## src/vpd_pkg.sv

```systemverilog
// Shared types, constants, microcode and saturation helpers of the wheel velocity loop.
package vpd_pkg;

  localparam int FRAC_BITS = 16;
  localparam int DATA_W    = 32;
  localparam int REG_W     = 31;
  localparam int REG_COUNT = 8;
  localparam int REG_IDX_W = 3;
  localparam int CFG_IDX_W = 4;
  localparam int PC_W      = 6;
  localparam int PROD_W    = 2 * DATA_W;

  // configuration register indexes
  localparam logic [REG_IDX_W-1:0] REG_KP     = 3'd0;
  localparam logic [REG_IDX_W-1:0] REG_KI     = 3'd1;
  localparam logic [REG_IDX_W-1:0] REG_KD     = 3'd2;
  localparam logic [REG_IDX_W-1:0] REG_TS     = 3'd3;
  localparam logic [REG_IDX_W-1:0] REG_INV_TS = 3'd4;
  localparam logic [REG_IDX_W-1:0] REG_G      = 3'd5;
  localparam logic [REG_IDX_W-1:0] REG_JN     = 3'd6;
  localparam logic [REG_IDX_W-1:0] REG_INV_KT = 3'd7;

  localparam logic [REG_W-1:0] REG_RESET [REG_COUNT] = '{
    31'd32768, 31'd3276800, 31'd0, 31'd13,
    31'd327680000, 31'd131072, 31'd655, 31'd163840
  };

  typedef enum logic [2:0] {
    OP_NOP,
    OP_MUL,   // load product register
    OP_MWR,   // write rounded, saturated product
    OP_ADD,
    OP_SUB,
    OP_ADDW,  // load wide sum register
    OP_ADDX   // write saturated wide sum plus operand a
  } op_t;

  typedef enum logic [4:0] {
    S_ZERO, S_TGT, S_MEAS,
    S_KP, S_KI, S_KD, S_TS, S_INV_TS, S_G, S_JN, S_INV_KT,
    S_E, S_VT, S_EST, S_T0, S_T1, S_T2,
    S_EI, S_PE, S_OI, S_LT
  } src_t;

  typedef enum logic [3:0] {
    D_NONE, D_E, D_VT, D_EST, D_T0, D_T1, D_T2,
    D_EI, D_PE, D_OI, D_LT, D_OUT
  } dst_t;

  typedef struct packed {
    op_t  op;
    src_t sa;
    src_t sb;
    dst_t dst;
    logic last;
  } uword_t;

  localparam logic [PC_W-1:0] LAST_PC = 6'd32;

  function automatic uword_t ucode(logic [PC_W-1:0] pc);
    uword_t w;
    unique case (pc)
      6'd0:  w = '{OP_SUB,  S_TGT,  S_MEAS,   D_E,    1'b0};
      6'd1:  w = '{OP_MUL,  S_MEAS, S_JN,     D_NONE, 1'b0};
      6'd2:  w = '{OP_MWR,  S_ZERO, S_ZERO,   D_T0,   1'b0};
      6'd3:  w = '{OP_MUL,  S_T0,   S_G,      D_NONE, 1'b0};
      6'd4:  w = '{OP_MWR,  S_ZERO, S_ZERO,   D_VT,   1'b0};
      6'd5:  w = '{OP_SUB,  S_OI,   S_VT,     D_EST,  1'b0};
      6'd6:  w = '{OP_ADD,  S_LT,   S_VT,     D_T0,   1'b0};
      6'd7:  w = '{OP_SUB,  S_T0,   S_OI,     D_T0,   1'b0};
      6'd8:  w = '{OP_MUL,  S_T0,   S_G,      D_NONE, 1'b0};
      6'd9:  w = '{OP_MWR,  S_ZERO, S_ZERO,   D_T0,   1'b0};
      6'd10: w = '{OP_MUL,  S_T0,   S_TS,     D_NONE, 1'b0};
      6'd11: w = '{OP_MWR,  S_ZERO, S_ZERO,   D_T0,   1'b0};
      6'd12: w = '{OP_ADD,  S_OI,   S_T0,     D_OI,   1'b0};
      6'd13: w = '{OP_MUL,  S_E,    S_TS,     D_NONE, 1'b0};
      6'd14: w = '{OP_MWR,  S_ZERO, S_ZERO,   D_T0,   1'b0};
      6'd15: w = '{OP_ADD,  S_EI,   S_T0,     D_EI,   1'b0};
      6'd16: w = '{OP_SUB,  S_E,    S_PE,     D_T0,   1'b0};
      6'd17: w = '{OP_MUL,  S_T0,   S_INV_TS, D_NONE, 1'b0};
      6'd18: w = '{OP_MWR,  S_ZERO, S_ZERO,   D_T0,   1'b0};
      6'd19: w = '{OP_ADD,  S_E,    S_ZERO,   D_PE,   1'b0};
      6'd20: w = '{OP_MUL,  S_KP,   S_E,      D_NONE, 1'b0};
      6'd21: w = '{OP_MWR,  S_ZERO, S_ZERO,   D_T1,   1'b0};
      6'd22: w = '{OP_MUL,  S_KI,   S_EI,     D_NONE, 1'b0};
      6'd23: w = '{OP_MWR,  S_ZERO, S_ZERO,   D_T2,   1'b0};
      6'd24: w = '{OP_MUL,  S_KD,   S_T0,     D_NONE, 1'b0};
      6'd25: w = '{OP_MWR,  S_ZERO, S_ZERO,   D_T0,   1'b0};
      6'd26: w = '{OP_ADDW, S_T1,   S_T2,     D_NONE, 1'b0};
      6'd27: w = '{OP_ADDX, S_T0,   S_ZERO,   D_T0,   1'b0};
      6'd28: w = '{OP_MUL,  S_JN,   S_T0,     D_NONE, 1'b0};
      6'd29: w = '{OP_MWR,  S_ZERO, S_ZERO,   D_T0,   1'b0};
      6'd30: w = '{OP_ADD,  S_T0,   S_EST,    D_LT,   1'b0};
      6'd31: w = '{OP_MUL,  S_LT,   S_INV_KT, D_NONE, 1'b0};
      6'd32: w = '{OP_MWR,  S_ZERO, S_ZERO,   D_OUT,  1'b1};
      default: w = '{OP_NOP, S_ZERO, S_ZERO,  D_NONE, 1'b0};
    endcase
    return w;
  endfunction

  // clamp a 34-bit sum to signed 32 bits
  function automatic logic signed [DATA_W-1:0] sat34(logic signed [DATA_W+1:0] x);
    logic [2:0] top;
    top = x[DATA_W+1:DATA_W-1];
    if (top == 3'b000 || top == 3'b111) return x[DATA_W-1:0];
    return x[DATA_W+1] ? {1'b1, {(DATA_W-1){1'b0}}} : {1'b0, {(DATA_W-1){1'b1}}};
  endfunction

  // round half up, floor by FRAC_BITS, clamp to signed 32 bits
  function automatic logic signed [DATA_W-1:0] rnd_sat(logic signed [PROD_W-1:0] p);
    logic signed [PROD_W-1:0] q;
    logic [PROD_W-DATA_W:0]   top;
    q   = (p + (PROD_W'(1) <<< (FRAC_BITS - 1))) >>> FRAC_BITS;
    top = q[PROD_W-1:DATA_W-1];
    if ((&top) || !(|top)) return q[DATA_W-1:0];
    return q[PROD_W-1] ? {1'b1, {(DATA_W-1){1'b0}}} : {1'b0, {(DATA_W-1){1'b1}}};
  endfunction

endpackage

```

## src/vpd_if.sv

```systemverilog
// Valid/ready channels for velocity samples and for loop results.
interface vpd_in_if;
  logic                                valid;
  logic                                ready;
  logic signed [vpd_pkg::DATA_W-1:0]   target_velocity;
  logic signed [vpd_pkg::DATA_W-1:0]   measured_velocity;

  modport source (output valid, target_velocity, measured_velocity, input ready);
  modport sink   (input valid, target_velocity, measured_velocity, output ready);
endinterface

interface vpd_out_if;
  logic                                valid;
  logic                                ready;
  logic signed [vpd_pkg::DATA_W-1:0]   current_command;
  logic signed [vpd_pkg::DATA_W-1:0]   disturbance_estimate;

  modport source (output valid, current_command, disturbance_estimate, input ready);
  modport sink   (input valid, current_command, disturbance_estimate, output ready);
endinterface

```

## src/wheel_velocity_pid_with_dob.sv

```systemverilog
// A new sample is accepted only while idle; the 33-step microprogram
// runs every multiply and add through the single shared multiplier/adder.
// The final step holds while the previous result has not been taken.
// Synchronous active-low reset restores register defaults and clears the
// integrators, the previous error and the last torque.
module wheel_velocity_pid_with_dob (
  input  logic                                 clk,
  input  logic                                 rst_n,
  vpd_in_if.sink                               in_ch,
  vpd_out_if.source                            out_ch,
  input  logic                                 cfg_we,
  input  logic [vpd_pkg::CFG_IDX_W-1:0]        cfg_index,
  input  logic [vpd_pkg::REG_W-1:0]            cfg_wdata
);

  logic [vpd_pkg::REG_W-1:0]          cfg_r [vpd_pkg::REG_COUNT];
  logic                               busy_r;
  logic [vpd_pkg::PC_W-1:0]           pc_r;
  logic                               out_valid_r;
  logic signed [vpd_pkg::DATA_W-1:0]  tgt_r, meas_r;
  logic signed [vpd_pkg::DATA_W-1:0]  e_r, vt_r, est_r, t0_r, t1_r, t2_r;
  logic signed [vpd_pkg::DATA_W-1:0]  ei_r, pe_r, oi_r, lt_r;
  logic signed [vpd_pkg::DATA_W-1:0]  out_cc_r, out_de_r;

  vpd_pkg::uword_t                    uw;
  logic signed [vpd_pkg::DATA_W-1:0]  opa, opb, res;
  logic                               in_xfer, commit;

  assign uw      = vpd_pkg::ucode(pc_r);
  assign in_xfer = in_ch.valid && in_ch.ready;
  // last step waits for the output register to free up
  assign commit  = busy_r && !(uw.last && out_valid_r && !out_ch.ready);

  assign in_ch.ready                 = !busy_r;
  assign out_ch.valid                = out_valid_r;
  assign out_ch.current_command      = out_cc_r;
  assign out_ch.disturbance_estimate = out_de_r;

  function automatic logic signed [vpd_pkg::DATA_W-1:0] cfg_val(logic [vpd_pkg::REG_W-1:0] v);
    return {1'b0, v};
  endfunction

  function automatic logic signed [vpd_pkg::DATA_W-1:0] pick(vpd_pkg::src_t s);
    logic signed [vpd_pkg::DATA_W-1:0] v;
    unique case (s)
      vpd_pkg::S_TGT:    v = tgt_r;
      vpd_pkg::S_MEAS:   v = meas_r;
      vpd_pkg::S_KP:     v = cfg_val(cfg_r[vpd_pkg::REG_KP]);
      vpd_pkg::S_KI:     v = cfg_val(cfg_r[vpd_pkg::REG_KI]);
      vpd_pkg::S_KD:     v = cfg_val(cfg_r[vpd_pkg::REG_KD]);
      vpd_pkg::S_TS:     v = cfg_val(cfg_r[vpd_pkg::REG_TS]);
      vpd_pkg::S_INV_TS: v = cfg_val(cfg_r[vpd_pkg::REG_INV_TS]);
      vpd_pkg::S_G:      v = cfg_val(cfg_r[vpd_pkg::REG_G]);
      vpd_pkg::S_JN:     v = cfg_val(cfg_r[vpd_pkg::REG_JN]);
      vpd_pkg::S_INV_KT: v = cfg_val(cfg_r[vpd_pkg::REG_INV_KT]);
      vpd_pkg::S_E:      v = e_r;
      vpd_pkg::S_VT:     v = vt_r;
      vpd_pkg::S_EST:    v = est_r;
      vpd_pkg::S_T0:     v = t0_r;
      vpd_pkg::S_T1:     v = t1_r;
      vpd_pkg::S_T2:     v = t2_r;
      vpd_pkg::S_EI:     v = ei_r;
      vpd_pkg::S_PE:     v = pe_r;
      vpd_pkg::S_OI:     v = oi_r;
      vpd_pkg::S_LT:     v = lt_r;
      default:           v = '0;
    endcase
    return v;
  endfunction

  always_comb begin
    opa = pick(uw.sa);
    opb = pick(uw.sb);
  end

  vpd_alu u_alu (
    .clk (clk),
    .op  (uw.op),
    .a   (opa),
    .b   (opb),
    .res (res)
  );

  // configuration registers; indexes past the list are dropped
  always_ff @(posedge clk) begin
    if (!rst_n) begin
      cfg_r <= vpd_pkg::REG_RESET;
    end else if (cfg_we && cfg_index < vpd_pkg::CFG_IDX_W'(vpd_pkg::REG_COUNT)) begin
      cfg_r[cfg_index[vpd_pkg::REG_IDX_W-1:0]] <= cfg_wdata;
    end
  end

  // sequencer control and loop state
  always_ff @(posedge clk) begin
    if (!rst_n) begin
      busy_r      <= 1'b0;
      pc_r        <= '0;
      out_valid_r <= 1'b0;
      ei_r        <= '0;
      pe_r        <= '0;
      oi_r        <= '0;
      lt_r        <= '0;
    end else begin
      if (commit && uw.last) begin
        out_valid_r <= 1'b1;
      end else if (out_valid_r && out_ch.ready) begin
        out_valid_r <= 1'b0;
      end
      if (in_xfer) begin
        busy_r <= 1'b1;
        pc_r   <= '0;
      end else if (commit) begin
        if (uw.last) begin
          busy_r <= 1'b0;
        end else begin
          pc_r <= pc_r + 1'b1;
        end
      end
      if (commit) begin
        case (uw.dst)
          vpd_pkg::D_EI: ei_r <= res;
          vpd_pkg::D_PE: pe_r <= res;
          vpd_pkg::D_OI: oi_r <= res;
          vpd_pkg::D_LT: lt_r <= res;
          default: ;
        endcase
      end
    end
  end

  // datapath temporaries and output payload
  always_ff @(posedge clk) begin
    if (in_xfer) begin
      tgt_r  <= in_ch.target_velocity;
      meas_r <= in_ch.measured_velocity;
    end
    if (commit) begin
      case (uw.dst)
        vpd_pkg::D_E:   e_r   <= res;
        vpd_pkg::D_VT:  vt_r  <= res;
        vpd_pkg::D_EST: est_r <= res;
        vpd_pkg::D_T0:  t0_r  <= res;
        vpd_pkg::D_T1:  t1_r  <= res;
        vpd_pkg::D_T2:  t2_r  <= res;
        vpd_pkg::D_OUT: begin
          out_cc_r <= res;
          out_de_r <= est_r;
        end
        default: ;
      endcase
    end
  end

  a_accept_starts: assert property (@(posedge clk) disable iff (!rst_n)
    in_xfer |=> busy_r && pc_r == '0)
    else $error("input transfer did not start the program");

  a_pc_range: assert property (@(posedge clk) disable iff (!rst_n)
    busy_r |-> pc_r <= vpd_pkg::LAST_PC)
    else $error("step counter ran past the program");

  a_result_from_last: assert property (@(posedge clk) disable iff (!rst_n)
    $rose(out_valid_r) |-> $past(commit && uw.last))
    else $error("result appeared without the final step");

  a_no_overwrite: assert property (@(posedge clk) disable iff (!rst_n)
    (out_valid_r && !out_ch.ready) |=> $stable(out_cc_r) && $stable(out_de_r))
    else $error("pending result overwritten");

endmodule

```

## src/vpd_alu.sv

```systemverilog
// Shared multiplier with rounding and saturating adder of the velocity loop datapath.
module vpd_alu (
  input  logic                              clk,
  input  vpd_pkg::op_t                      op,
  input  logic signed [vpd_pkg::DATA_W-1:0] a,
  input  logic signed [vpd_pkg::DATA_W-1:0] b,
  output logic signed [vpd_pkg::DATA_W-1:0] res
);

  logic signed [vpd_pkg::PROD_W-1:0] prod_r;
  logic signed [vpd_pkg::DATA_W:0]   wide_r;

  always_ff @(posedge clk) begin
    if (op == vpd_pkg::OP_MUL) begin
      prod_r <= vpd_pkg::PROD_W'(a) * vpd_pkg::PROD_W'(b);
    end
    if (op == vpd_pkg::OP_ADDW) begin
      wide_r <= (vpd_pkg::DATA_W+1)'(a) + (vpd_pkg::DATA_W+1)'(b);
    end
  end

  always_comb begin
    unique case (op)
      vpd_pkg::OP_MWR:  res = vpd_pkg::rnd_sat(prod_r);
      vpd_pkg::OP_ADD:  res = vpd_pkg::sat34((vpd_pkg::DATA_W+2)'(a) +
                                              (vpd_pkg::DATA_W+2)'(b));
      vpd_pkg::OP_SUB:  res = vpd_pkg::sat34((vpd_pkg::DATA_W+2)'(a) -
                                              (vpd_pkg::DATA_W+2)'(b));
      vpd_pkg::OP_ADDX: res = vpd_pkg::sat34((vpd_pkg::DATA_W+2)'(wide_r) +
                                              (vpd_pkg::DATA_W+2)'(a));
      default:          res = '0;
    endcase
  end

endmodule

```

## src/flat_wrapper.sv

```systemverilog
// flat-port wrapper written by rule: the top's interface ports become plain ports
module wheel_velocity_pid_with_dob_flat 
  (clk, rst_n, cfg_we, cfg_index, cfg_wdata, in_ch_valid, in_ch_target_velocity, in_ch_measured_velocity, in_ch_ready, out_ch_valid, out_ch_current_command, out_ch_disturbance_estimate, out_ch_ready);
  vpd_in_if in_ch_i ();
  vpd_out_if out_ch_i ();
  input  logic clk;
  input  logic rst_n;
  input  logic cfg_we;
  input  logic [vpd_pkg::CFG_IDX_W-1:0] cfg_index;
  input  logic [vpd_pkg::REG_W-1:0] cfg_wdata;
  input wire logic [$bits(in_ch_i.valid)-1:0] in_ch_valid;
  input wire logic [$bits(in_ch_i.target_velocity)-1:0] in_ch_target_velocity;
  input wire logic [$bits(in_ch_i.measured_velocity)-1:0] in_ch_measured_velocity;
  output wire logic [$bits(in_ch_i.ready)-1:0] in_ch_ready;
  output wire logic [$bits(out_ch_i.valid)-1:0] out_ch_valid;
  output wire logic [$bits(out_ch_i.current_command)-1:0] out_ch_current_command;
  output wire logic [$bits(out_ch_i.disturbance_estimate)-1:0] out_ch_disturbance_estimate;
  input wire logic [$bits(out_ch_i.ready)-1:0] out_ch_ready;
  assign in_ch_i.valid = in_ch_valid;
  assign in_ch_i.target_velocity = in_ch_target_velocity;
  assign in_ch_i.measured_velocity = in_ch_measured_velocity;
  assign in_ch_ready = in_ch_i.ready;
  assign out_ch_valid = out_ch_i.valid;
  assign out_ch_current_command = out_ch_i.current_command;
  assign out_ch_disturbance_estimate = out_ch_i.disturbance_estimate;
  assign out_ch_i.ready = out_ch_ready;
  wheel_velocity_pid_with_dob u_core (.clk(clk), .rst_n(rst_n), .in_ch(in_ch_i), .out_ch(out_ch_i), .cfg_we(cfg_we), .cfg_index(cfg_index), .cfg_wdata(cfg_wdata));
endmodule
```

## config.mk

```make
export PLATFORM = sky130hd
export DESIGN_NAME = wheel_velocity_pid_with_dob_flat
export DESIGN_NICKNAME = d
export VERILOG_FILES = /design/src/vpd_pkg.sv /design/src/vpd_if.sv /design/src/wheel_velocity_pid_with_dob.sv /design/src/vpd_alu.sv /design/src/flat_wrapper.sv
export SDC_FILE = /design/constraint.sdc
export NUM_CORES = 2
export LEC_CHECK = 0
export ABC_AREA = 1
export BUFFER_PORTS_ARGS = -buffer_cell sky130_fd_sc_hd__buf_2
export CAP_MARGIN = 20
export CORE_MARGIN = 2
export CORE_UTILIZATION = 35
export DETAILED_ROUTE_END_ITERATION = 10
export PLACE_DENSITY = 0.56
export SYNTH_ARGS = -nofsm -noshare
export SYNTH_HDL_FRONTEND = slang
export SYNTH_SLANG_ARGS = --single-unit
export TNS_END_PERCENT = 30
```

## constraint.sdc

```tcl
create_clock -name clk -period 12.9 [get_ports clk]
set_input_delay 3.225 -clock clk [delete_from_list [all_inputs] [get_ports clk]]
set_output_delay 3.225 -clock clk [all_outputs]
set_load 0.01 [all_outputs]
```

# Word-level counts from Yosys, hierarchy flattened
# Memories as Yosys holds them, arrays and structs flattened. A register that Yosys moved wholly into a read port is not among the register bits.
# Index checks and enable logic that the tools add are counted.
[op_classes]
n_bitwise = 3
eq_ne = 60
n_mux = 33
n_lt_le_gt_ge = 3
mul = 1
add_sub_neg = 6
n_reduce_logical = 38
[ops]
columns = ["op", "n"]
rows = [
  ["case mux 32 bit (20 select lines)", 2],
  ["2-to-1 mux 32 bit", 12],
  ["bitwise mux 248 bit", 1],
  ["case mux 32 bit (4 select lines)", 1],
  ["demux 31 bit (select 3 bit)", 1],
  ["equality test 5 x 4 -> 1 bit (second input constant)", 16],
  ["adder 32 x 32 -> 33 bit", 2],
  ["adder 64 x 17 -> 64 bit (second input constant)", 1],
  ["multiplier 32 x 32 -> 64 bit", 1],
  ["equality test 5 bit (second input constant)", 10],
  ["equality test 5 x 3 -> 1 bit (second input constant)", 8],
  ["adder 33 x 32 -> 34 bit", 1],
  ["subtractor 32 x 32 -> 33 bit", 1],
  ["2-to-1 mux 31 bit", 1],
  ["AND reduction 2 bit", 13],
  ["equality test 5 x 2 -> 1 bit (second input constant)", 4],
  ["equality test 3 bit (second input constant)", 6],
  ["AND reduction 17 bit", 1],
  ["OR reduction 17 bit", 1],
  ["equality test 4 x 3 -> 1 bit (second input constant)", 4],
  ["equality test 4 bit (second input constant)", 4],
  ["2-to-1 mux 1 bit", 13],
  ["2-to-1 mux 6 bit", 2],
  ["equality test 5 x 1 -> 1 bit (second input constant)", 2],
  ["other kinds (16)", 36],
]
[totals]
reg_bits = 801
out_inout_bits = 66
in_bits = 104
n_memories = 1
romBits = 1152
word_cells = 172
[mem_list]
columns = ["name", "depth", "width", "read_ports", "rd_clocked_by_memory_dff", "write_ports", "line_no", "source"]
rows = [
  ["(name not given)", 64, 18, 1, 1, 0, "vpd_pkg.sv:62", "unique case (pc)"],
]

# Logic depth before layout (Yosys ltp)
[depth]
ltp_word = 9
mapped_depth = 46
ltp_nobuf = 44

# Cells and area by module
# A second synthesis with hierarchy kept.
[unflattened]
hier_cells = 10552
area_unflattened_um2 = 82137.5
[by_module_without_submodules]
columns = ["module", "area_per_inst_um2", "cells_per_inst", "seq_area_each_um2", "n_inst"]
rows = [
  ["vpd_alu", 49222.2, 6539, 2462.4, 1],
  ["wheel_velocity_pid_with_dob", 32915.3, 4013, 17656.9, 1],
]

# Least setup slack after synthesis
# No wires, ideal clock.
[synth_path]
path_kind = "register to register"
startpoint = "register u_core.uw[9] (netlist name)"
endpoint = "register u_core.u_alu.prod_r[62] in the netlist's numbering, data pin"
period_less_slack_ns = 8.399
arrival_ns = 8.146
slack_ns = 4.501
setup_ns = 0.252
stages_incl_launch_ff = 35
n_path_buf = 2
t_required_ns = 12.648
path_cell_list = "dfxtp_1 buf_4 nor2_2 nand2_2 inv_2 clkbuf_1 a221oi_1 nand2_1 nor3b_4 nor2_1 fa_1 inv_1 fa_1 inv_1 fa_1 fa_1 inv_1 fa_1 inv_1 fa_1 inv_1 fa_1 inv_1 fa_1 ha_1 a21oi_1 inv_1 a31oi_1 o21ai_0 nand3_1 o311ai_0 a21oi_1 nand2_1 nand2_1 nand2_1"
[synth_via]
elab_chain_cells = 3
elab_cells_between_ends = 22
cone_classes = "mul: 1; eq/ne: 20; mux: 1"
[synth_lines]
columns = ["item", "line_no", "source"]
rows = [
  ["equality test 5 bit, or another cell as far along", "wheel_velocity_pid_with_dob.sv:45", "unique case (s)"],
  ["case mux 32 bit (20 select lines) *", "wheel_velocity_pid_with_dob.sv:45", ""],
  ["multiplier 32 x 32 -> 64 bit *", "vpd_alu.sv:15", "prod_r <= vpd_pkg::PROD_W'(a) * vpd_pkg::PROD_W'(b);"],
  ["end signal: assignment", "vpd_alu.sv:15", ""],
  ["end: declaration", "vpd_alu.sv:10", "logic signed [vpd_pkg::PROD_W-1:0] prod_r;"],
]
# Mark *: on every way between the ends. The rest lies on a longest branch, timed or not.
# A chain may end at the register's enable or synchronous reset.

# Final worst setup path
[layout_path]
startpoint = "register u_core.uw[9] (netlist name)"
endpoint = "register u_core.u_alu.prod_r[45] in the netlist's numbering, data pin"
[layout_via]
elab_chain_cells = 3
elab_cells_between_ends = 22
cone_classes = "mul: 1; eq/ne: 20; mux: 1"
[layout_lines]
columns = ["item", "line_no"]
rows = [
  ["equality test 5 bit, or another cell as far along", "wheel_velocity_pid_with_dob.sv:45"],
  ["case mux 32 bit (20 select lines) *", "wheel_velocity_pid_with_dob.sv:45"],
  ["multiplier 32 x 32 -> 64 bit *", "vpd_alu.sv:15"],
]
# Marked as above.

==> qor.yml <==
synth_cell_type_count: 74
fill_cells: 24335
timing.critical_path.slowest_stage_cell: "sky130_fd_sc_hd__and2_1"
worst-setup-path-type: "reg -> reg"
synth_top_area_cell: "sky130_fd_sc_hd__fa_1"
max_clk_rate_ghz: 0.0827
final_layout_size_suffix_gt1_frac: 0.0808
hold_class: "reg -> reg"
cts_made_buffers: 99
synthesis.nets: 11738
register_area_mm2: 0.0201
registers_with_the_most_flip_flops: "u_core.cfg_r (248), u_core.u_alu.prod_r (49), u_core.u_alu.wide_r (33)"
rsz0062_at_grt: "no"
drt-initial-drc-count: 9904
synth_edf_count: 402
postRouteAntennaNets: 0
timing.reg2reg.worst_path_depth: 36
start_util: 0.351
place.gp.congestion: 1.05
clk_transition_reported_paths_ns: 0.07
synth.ff_latch_count: 804
crit_fanout: 24
fin_crit_ns: 12.09
synth.avg_cell_area_um2: 8.04
postCtsSetupBuffers: 0
cts_resized: 0
clock_sinks: 804
footprint_of_the_multi_input_gates_mm2: 0.0515
post-route-worst-setup-slack_ns: 0.808
grt_first_pass_wirelength_um: 587000
holdBufCountCts: 0
num_vias: 76441
largest-register: "u_core.cfg_r"
critical_path.reg2reg.endpoint: "u_core.u_alu.prod_r[45]"
final_setup_violation_count: 0
vias_in_the_first_global_route: 76638
worst_hold_path.num_cells: 0
postSynthCellCount: 10260
critPathLaunchType: "flip-flop"
core_area_mm2: 0.235
finalCritPeriodShare: 0.937
drc: 0
routed_wire_length_per_instance_um: 31.2
rows: 178
timing_worst_slew_pin_value_ns: 1.34
yosysSeqAreaShare: 0.244
cpMostUsedCell: "sky130_fd_sc_hd__fa_1"
cp_data_arrival_time_ns: 12.61
drtPass1Iterations: 7
antenna_found_initial: 35
worst_stage_delay_on_the_critical_path_ns: 0.82
hold-path-endpoint: "u_core.out_ch.disturbance_estimate[5]"
cell_area_synth_mm2: 0.0825
pre_cts_slack_ns: 1.13
areaGrowthSynthToFinish_pct: 10.2
relSlewSlack: 0.108
die_width_um: 490
cts-root-to-sink-buffers: 3
clock_tree.htree_level_count: 3
wirelength_um: 424000
gr-usage-all-layers: 0.350
hp-start: "u_core.est_r[5]"
drv.max_cap_violation_count: 0
dieHeight_um: 490
clock-skew-final_ns: 0.0554
critical_path_end_type: "flip-flop"
ys_async_sr_fraction: 0
yosys_most_used_dff: "sky130_fd_sc_hd__edfxtp_1"
synth_warn: 0
port_buffers: 169
finalHoldViolCount: 0
crit_reg_reg_startpoint: "u_core.uw[9]"
clock-root-buffer: "sky130_fd_sc_hd__clkbuf_16"
yosys.area.top_type_share: 0.263
number_of_flip_flops_in_the_largest_register: 248
insertion_delay_ns: 0.79
r2r_setup_slack_ns: 0.81
cts_tree: "done"
synth.top_cells.by_area: "sky130_fd_sc_hd__fa_1 (26%), sky130_fd_sc_hd__edfxtp_1 (15%), sky130_fd_sc_hd__inv_1 (10%)"
grt_start_max_net_pins: 101
status: "finished clean"
finalMaxSlewViolations: 0
post_drt_via_cell_ratio: 5.63
ioPinCount: 170
grt_remaining_overflow: 0
die-area_mm2: 0.240
timing.critical_path.required_ns: 13.42
dp_hpwl_um: 328000
final_net_count: 11808
finalSetupTns_ns: 0
==> cell usage after synthesis, types with 6 or more instances <==
cell type                   count
sky130_fd_sc_hd__nand3_1      285
sky130_fd_sc_hd__o2111ai_1     16
sky130_fd_sc_hd__nor3b_1        6
sky130_fd_sc_hd__o21ai_1       20
sky130_fd_sc_hd__buf_1         15
sky130_fd_sc_hd__and2_1        10
sky130_fd_sc_hd__a2111oi_0      8
sky130_fd_sc_hd__a31oi_1       19
sky130_fd_sc_hd__nor2_4        20
sky130_fd_sc_hd__fa_1        1084
sky130_fd_sc_hd__a21o_1        14
sky130_fd_sc_hd__clkinv_1      13
sky130_fd_sc_hd__a22o_1        10
sky130_fd_sc_hd__inv_1       2294
sky130_fd_sc_hd__o21ai_2       13
sky130_fd_sc_hd__a32o_1         9
sky130_fd_sc_hd__a21oi_1      539
sky130_fd_sc_hd__nor2_1       800
sky130_fd_sc_hd__nand4_1      188
sky130_fd_sc_hd__xnor2_1       47
sky130_fd_sc_hd__o21bai_1      15
sky130_fd_sc_hd__o21a_1        15
sky130_fd_sc_hd__a221oi_1     177
sky130_fd_sc_hd__nand3_2       32
sky130_fd_sc_hd__inv_2         90
sky130_fd_sc_hd__xor2_1       122
sky130_fd_sc_hd__nand2_2       19
sky130_fd_sc_hd__nor3_1        64
sky130_fd_sc_hd__o21ai_0      466
sky130_fd_sc_hd__nor4_4         6
sky130_fd_sc_hd__nand2_1     1883
sky130_fd_sc_hd__dfxtp_1      402
sky130_fd_sc_hd__buf_4         17
sky130_fd_sc_hd__nor4_1        27
sky130_fd_sc_hd__buf_2        207
sky130_fd_sc_hd__o22ai_1      267
sky130_fd_sc_hd__or4_1         11
sky130_fd_sc_hd__ha_1         290
sky130_fd_sc_hd__nor2_2        22
sky130_fd_sc_hd__o211ai_1      20
sky130_fd_sc_hd__edfxtp_1     402
sky130_fd_sc_hd__clkbuf_1     202
sky130_fd_sc_hd__a211oi_1      23
==> cell usage in the layout (no fill, tap or decap), types with 23 or more instances in the layout <==
master / count
sky130_fd_sc_hd__nor2_2: 31
sky130_fd_sc_hd__inv_2: 94
sky130_fd_sc_hd__o21ai_0: 466
sky130_fd_sc_hd__nor3_1: 61
sky130_fd_sc_hd__o22ai_1: 267
sky130_fd_sc_hd__buf_2: 169
sky130_fd_sc_hd__nand4_1: 188
sky130_fd_sc_hd__nand3_2: 33
sky130_fd_sc_hd__ha_1: 290
sky130_fd_sc_hd__inv_1: 2290
sky130_fd_sc_hd__dfxtp_1: 402
sky130_fd_sc_hd__nand3_1: 284
sky130_fd_sc_hd__fa_1: 1084
sky130_fd_sc_hd__clkbuf_1: 23
sky130_fd_sc_hd__a221oi_1: 177
sky130_fd_sc_hd__clkbuf_16: 105
sky130_fd_sc_hd__a21oi_1: 538
sky130_fd_sc_hd__nor2_1: 782
sky130_fd_sc_hd__xnor2_1: 47
sky130_fd_sc_hd__edfxtp_1: 402
sky130_fd_sc_hd__nor4_1: 24
sky130_fd_sc_hd__buf_4: 244
sky130_fd_sc_hd__xor2_1: 122
sky130_fd_sc_hd__nor2_4: 29
sky130_fd_sc_hd__nand2_1: 1882
==> cells by family (layout without fill, tap and decap cells) <==
logic type,count (synthesis),in the layout,share of synthesized area
AO/OA/AOI/OAI,1659,1659,0.120
other,0,22,0
flip-flops,804,804,0.244
XOR/XNOR,169,169,0.0179
buffers and inverters,2848,3003,0.134
AND/OR/NAND/NOR,3406,3406,0.177
adder cells (fa/ha/maj),1374,1374,0.307
==> stage by stage <==
stage,hold WS (ns),std cells,utilization,cell area (um2)
floorplan,0.426,10260,-,82500
global placement,0.439,13373,0.372,87300
detailed placement,0.441,13376,0.372,87300
CTS,0.456,13562,0.387,90800
global route,0.461,13569,0.387,90800
finish,0.452,13587,0.387,90900
==> worst max-delay path: cells and delay by family, from the launching register on <==
kind,cells,cell delay (ns)
xor gates and xnor gates,1,0.38
AOI/OAI and AO/OA,3,0.58
DFF,1,0.72
and+or+nand+nor,12,2.83
buffers and inverters,10,1.92
adders and majority gates,10,5.30
==> worst max path at each step <==
stage	startpoint	end	slack, ns	depth (start not counted)
3_5_place_dp	u_core.uw[14]	u_core.u_alu.prod_r[45]	1.13	34
6_report	u_core.uw[9]	u_core.u_alu.prod_r[45]	0.81	36
5_1_grt	u_core.uw[9]	u_core.u_alu.prod_r[61]	0.68	36
4_1_cts	u_core.uw[14]	u_core.u_alu.prod_r[45]	1.06	34
2_1_floorplan	u_core.uw[9]	u_core.u_alu.prod_r[62]	4.50	34
3_3_place_gp	u_core.uw[9]	u_core.u_alu.prod_r[57]	0.53	39
==> final cells by class <==
class / instances / area share
Multi-Input combinational cell: 6608 / 0.567
Sequential cell: 804 / 0.221
Inverter: 2398 / 0.0991
Tap cell: 3150 / 0.0434
Clock buffer: 141 / 0.0318
Timing Repair Buffer: 419 / 0.0308
Clock inverter: 45 / 0.00625
Antenna cell: 22 / 0.000606
==> metal layers <==
metal / vias to the layer above / track usage / routed length (um) / share of wire
li1: 32374 / - / - / -
met1: 38012 / 0.413 / 153000 / 0.36
met2: 4685 / 0.552 / 188000 / 0.44
met3: 1356 / 0.0785 / 40500 / 0.096
met4: 14 / 0.270 / 41300 / 0.097
met5: - / 0 / 95 / 0.00022
Power is left out: the tool's default activity adds up to more than one toggle a clock period on the data nets, which glitch-free logic cannot reach.
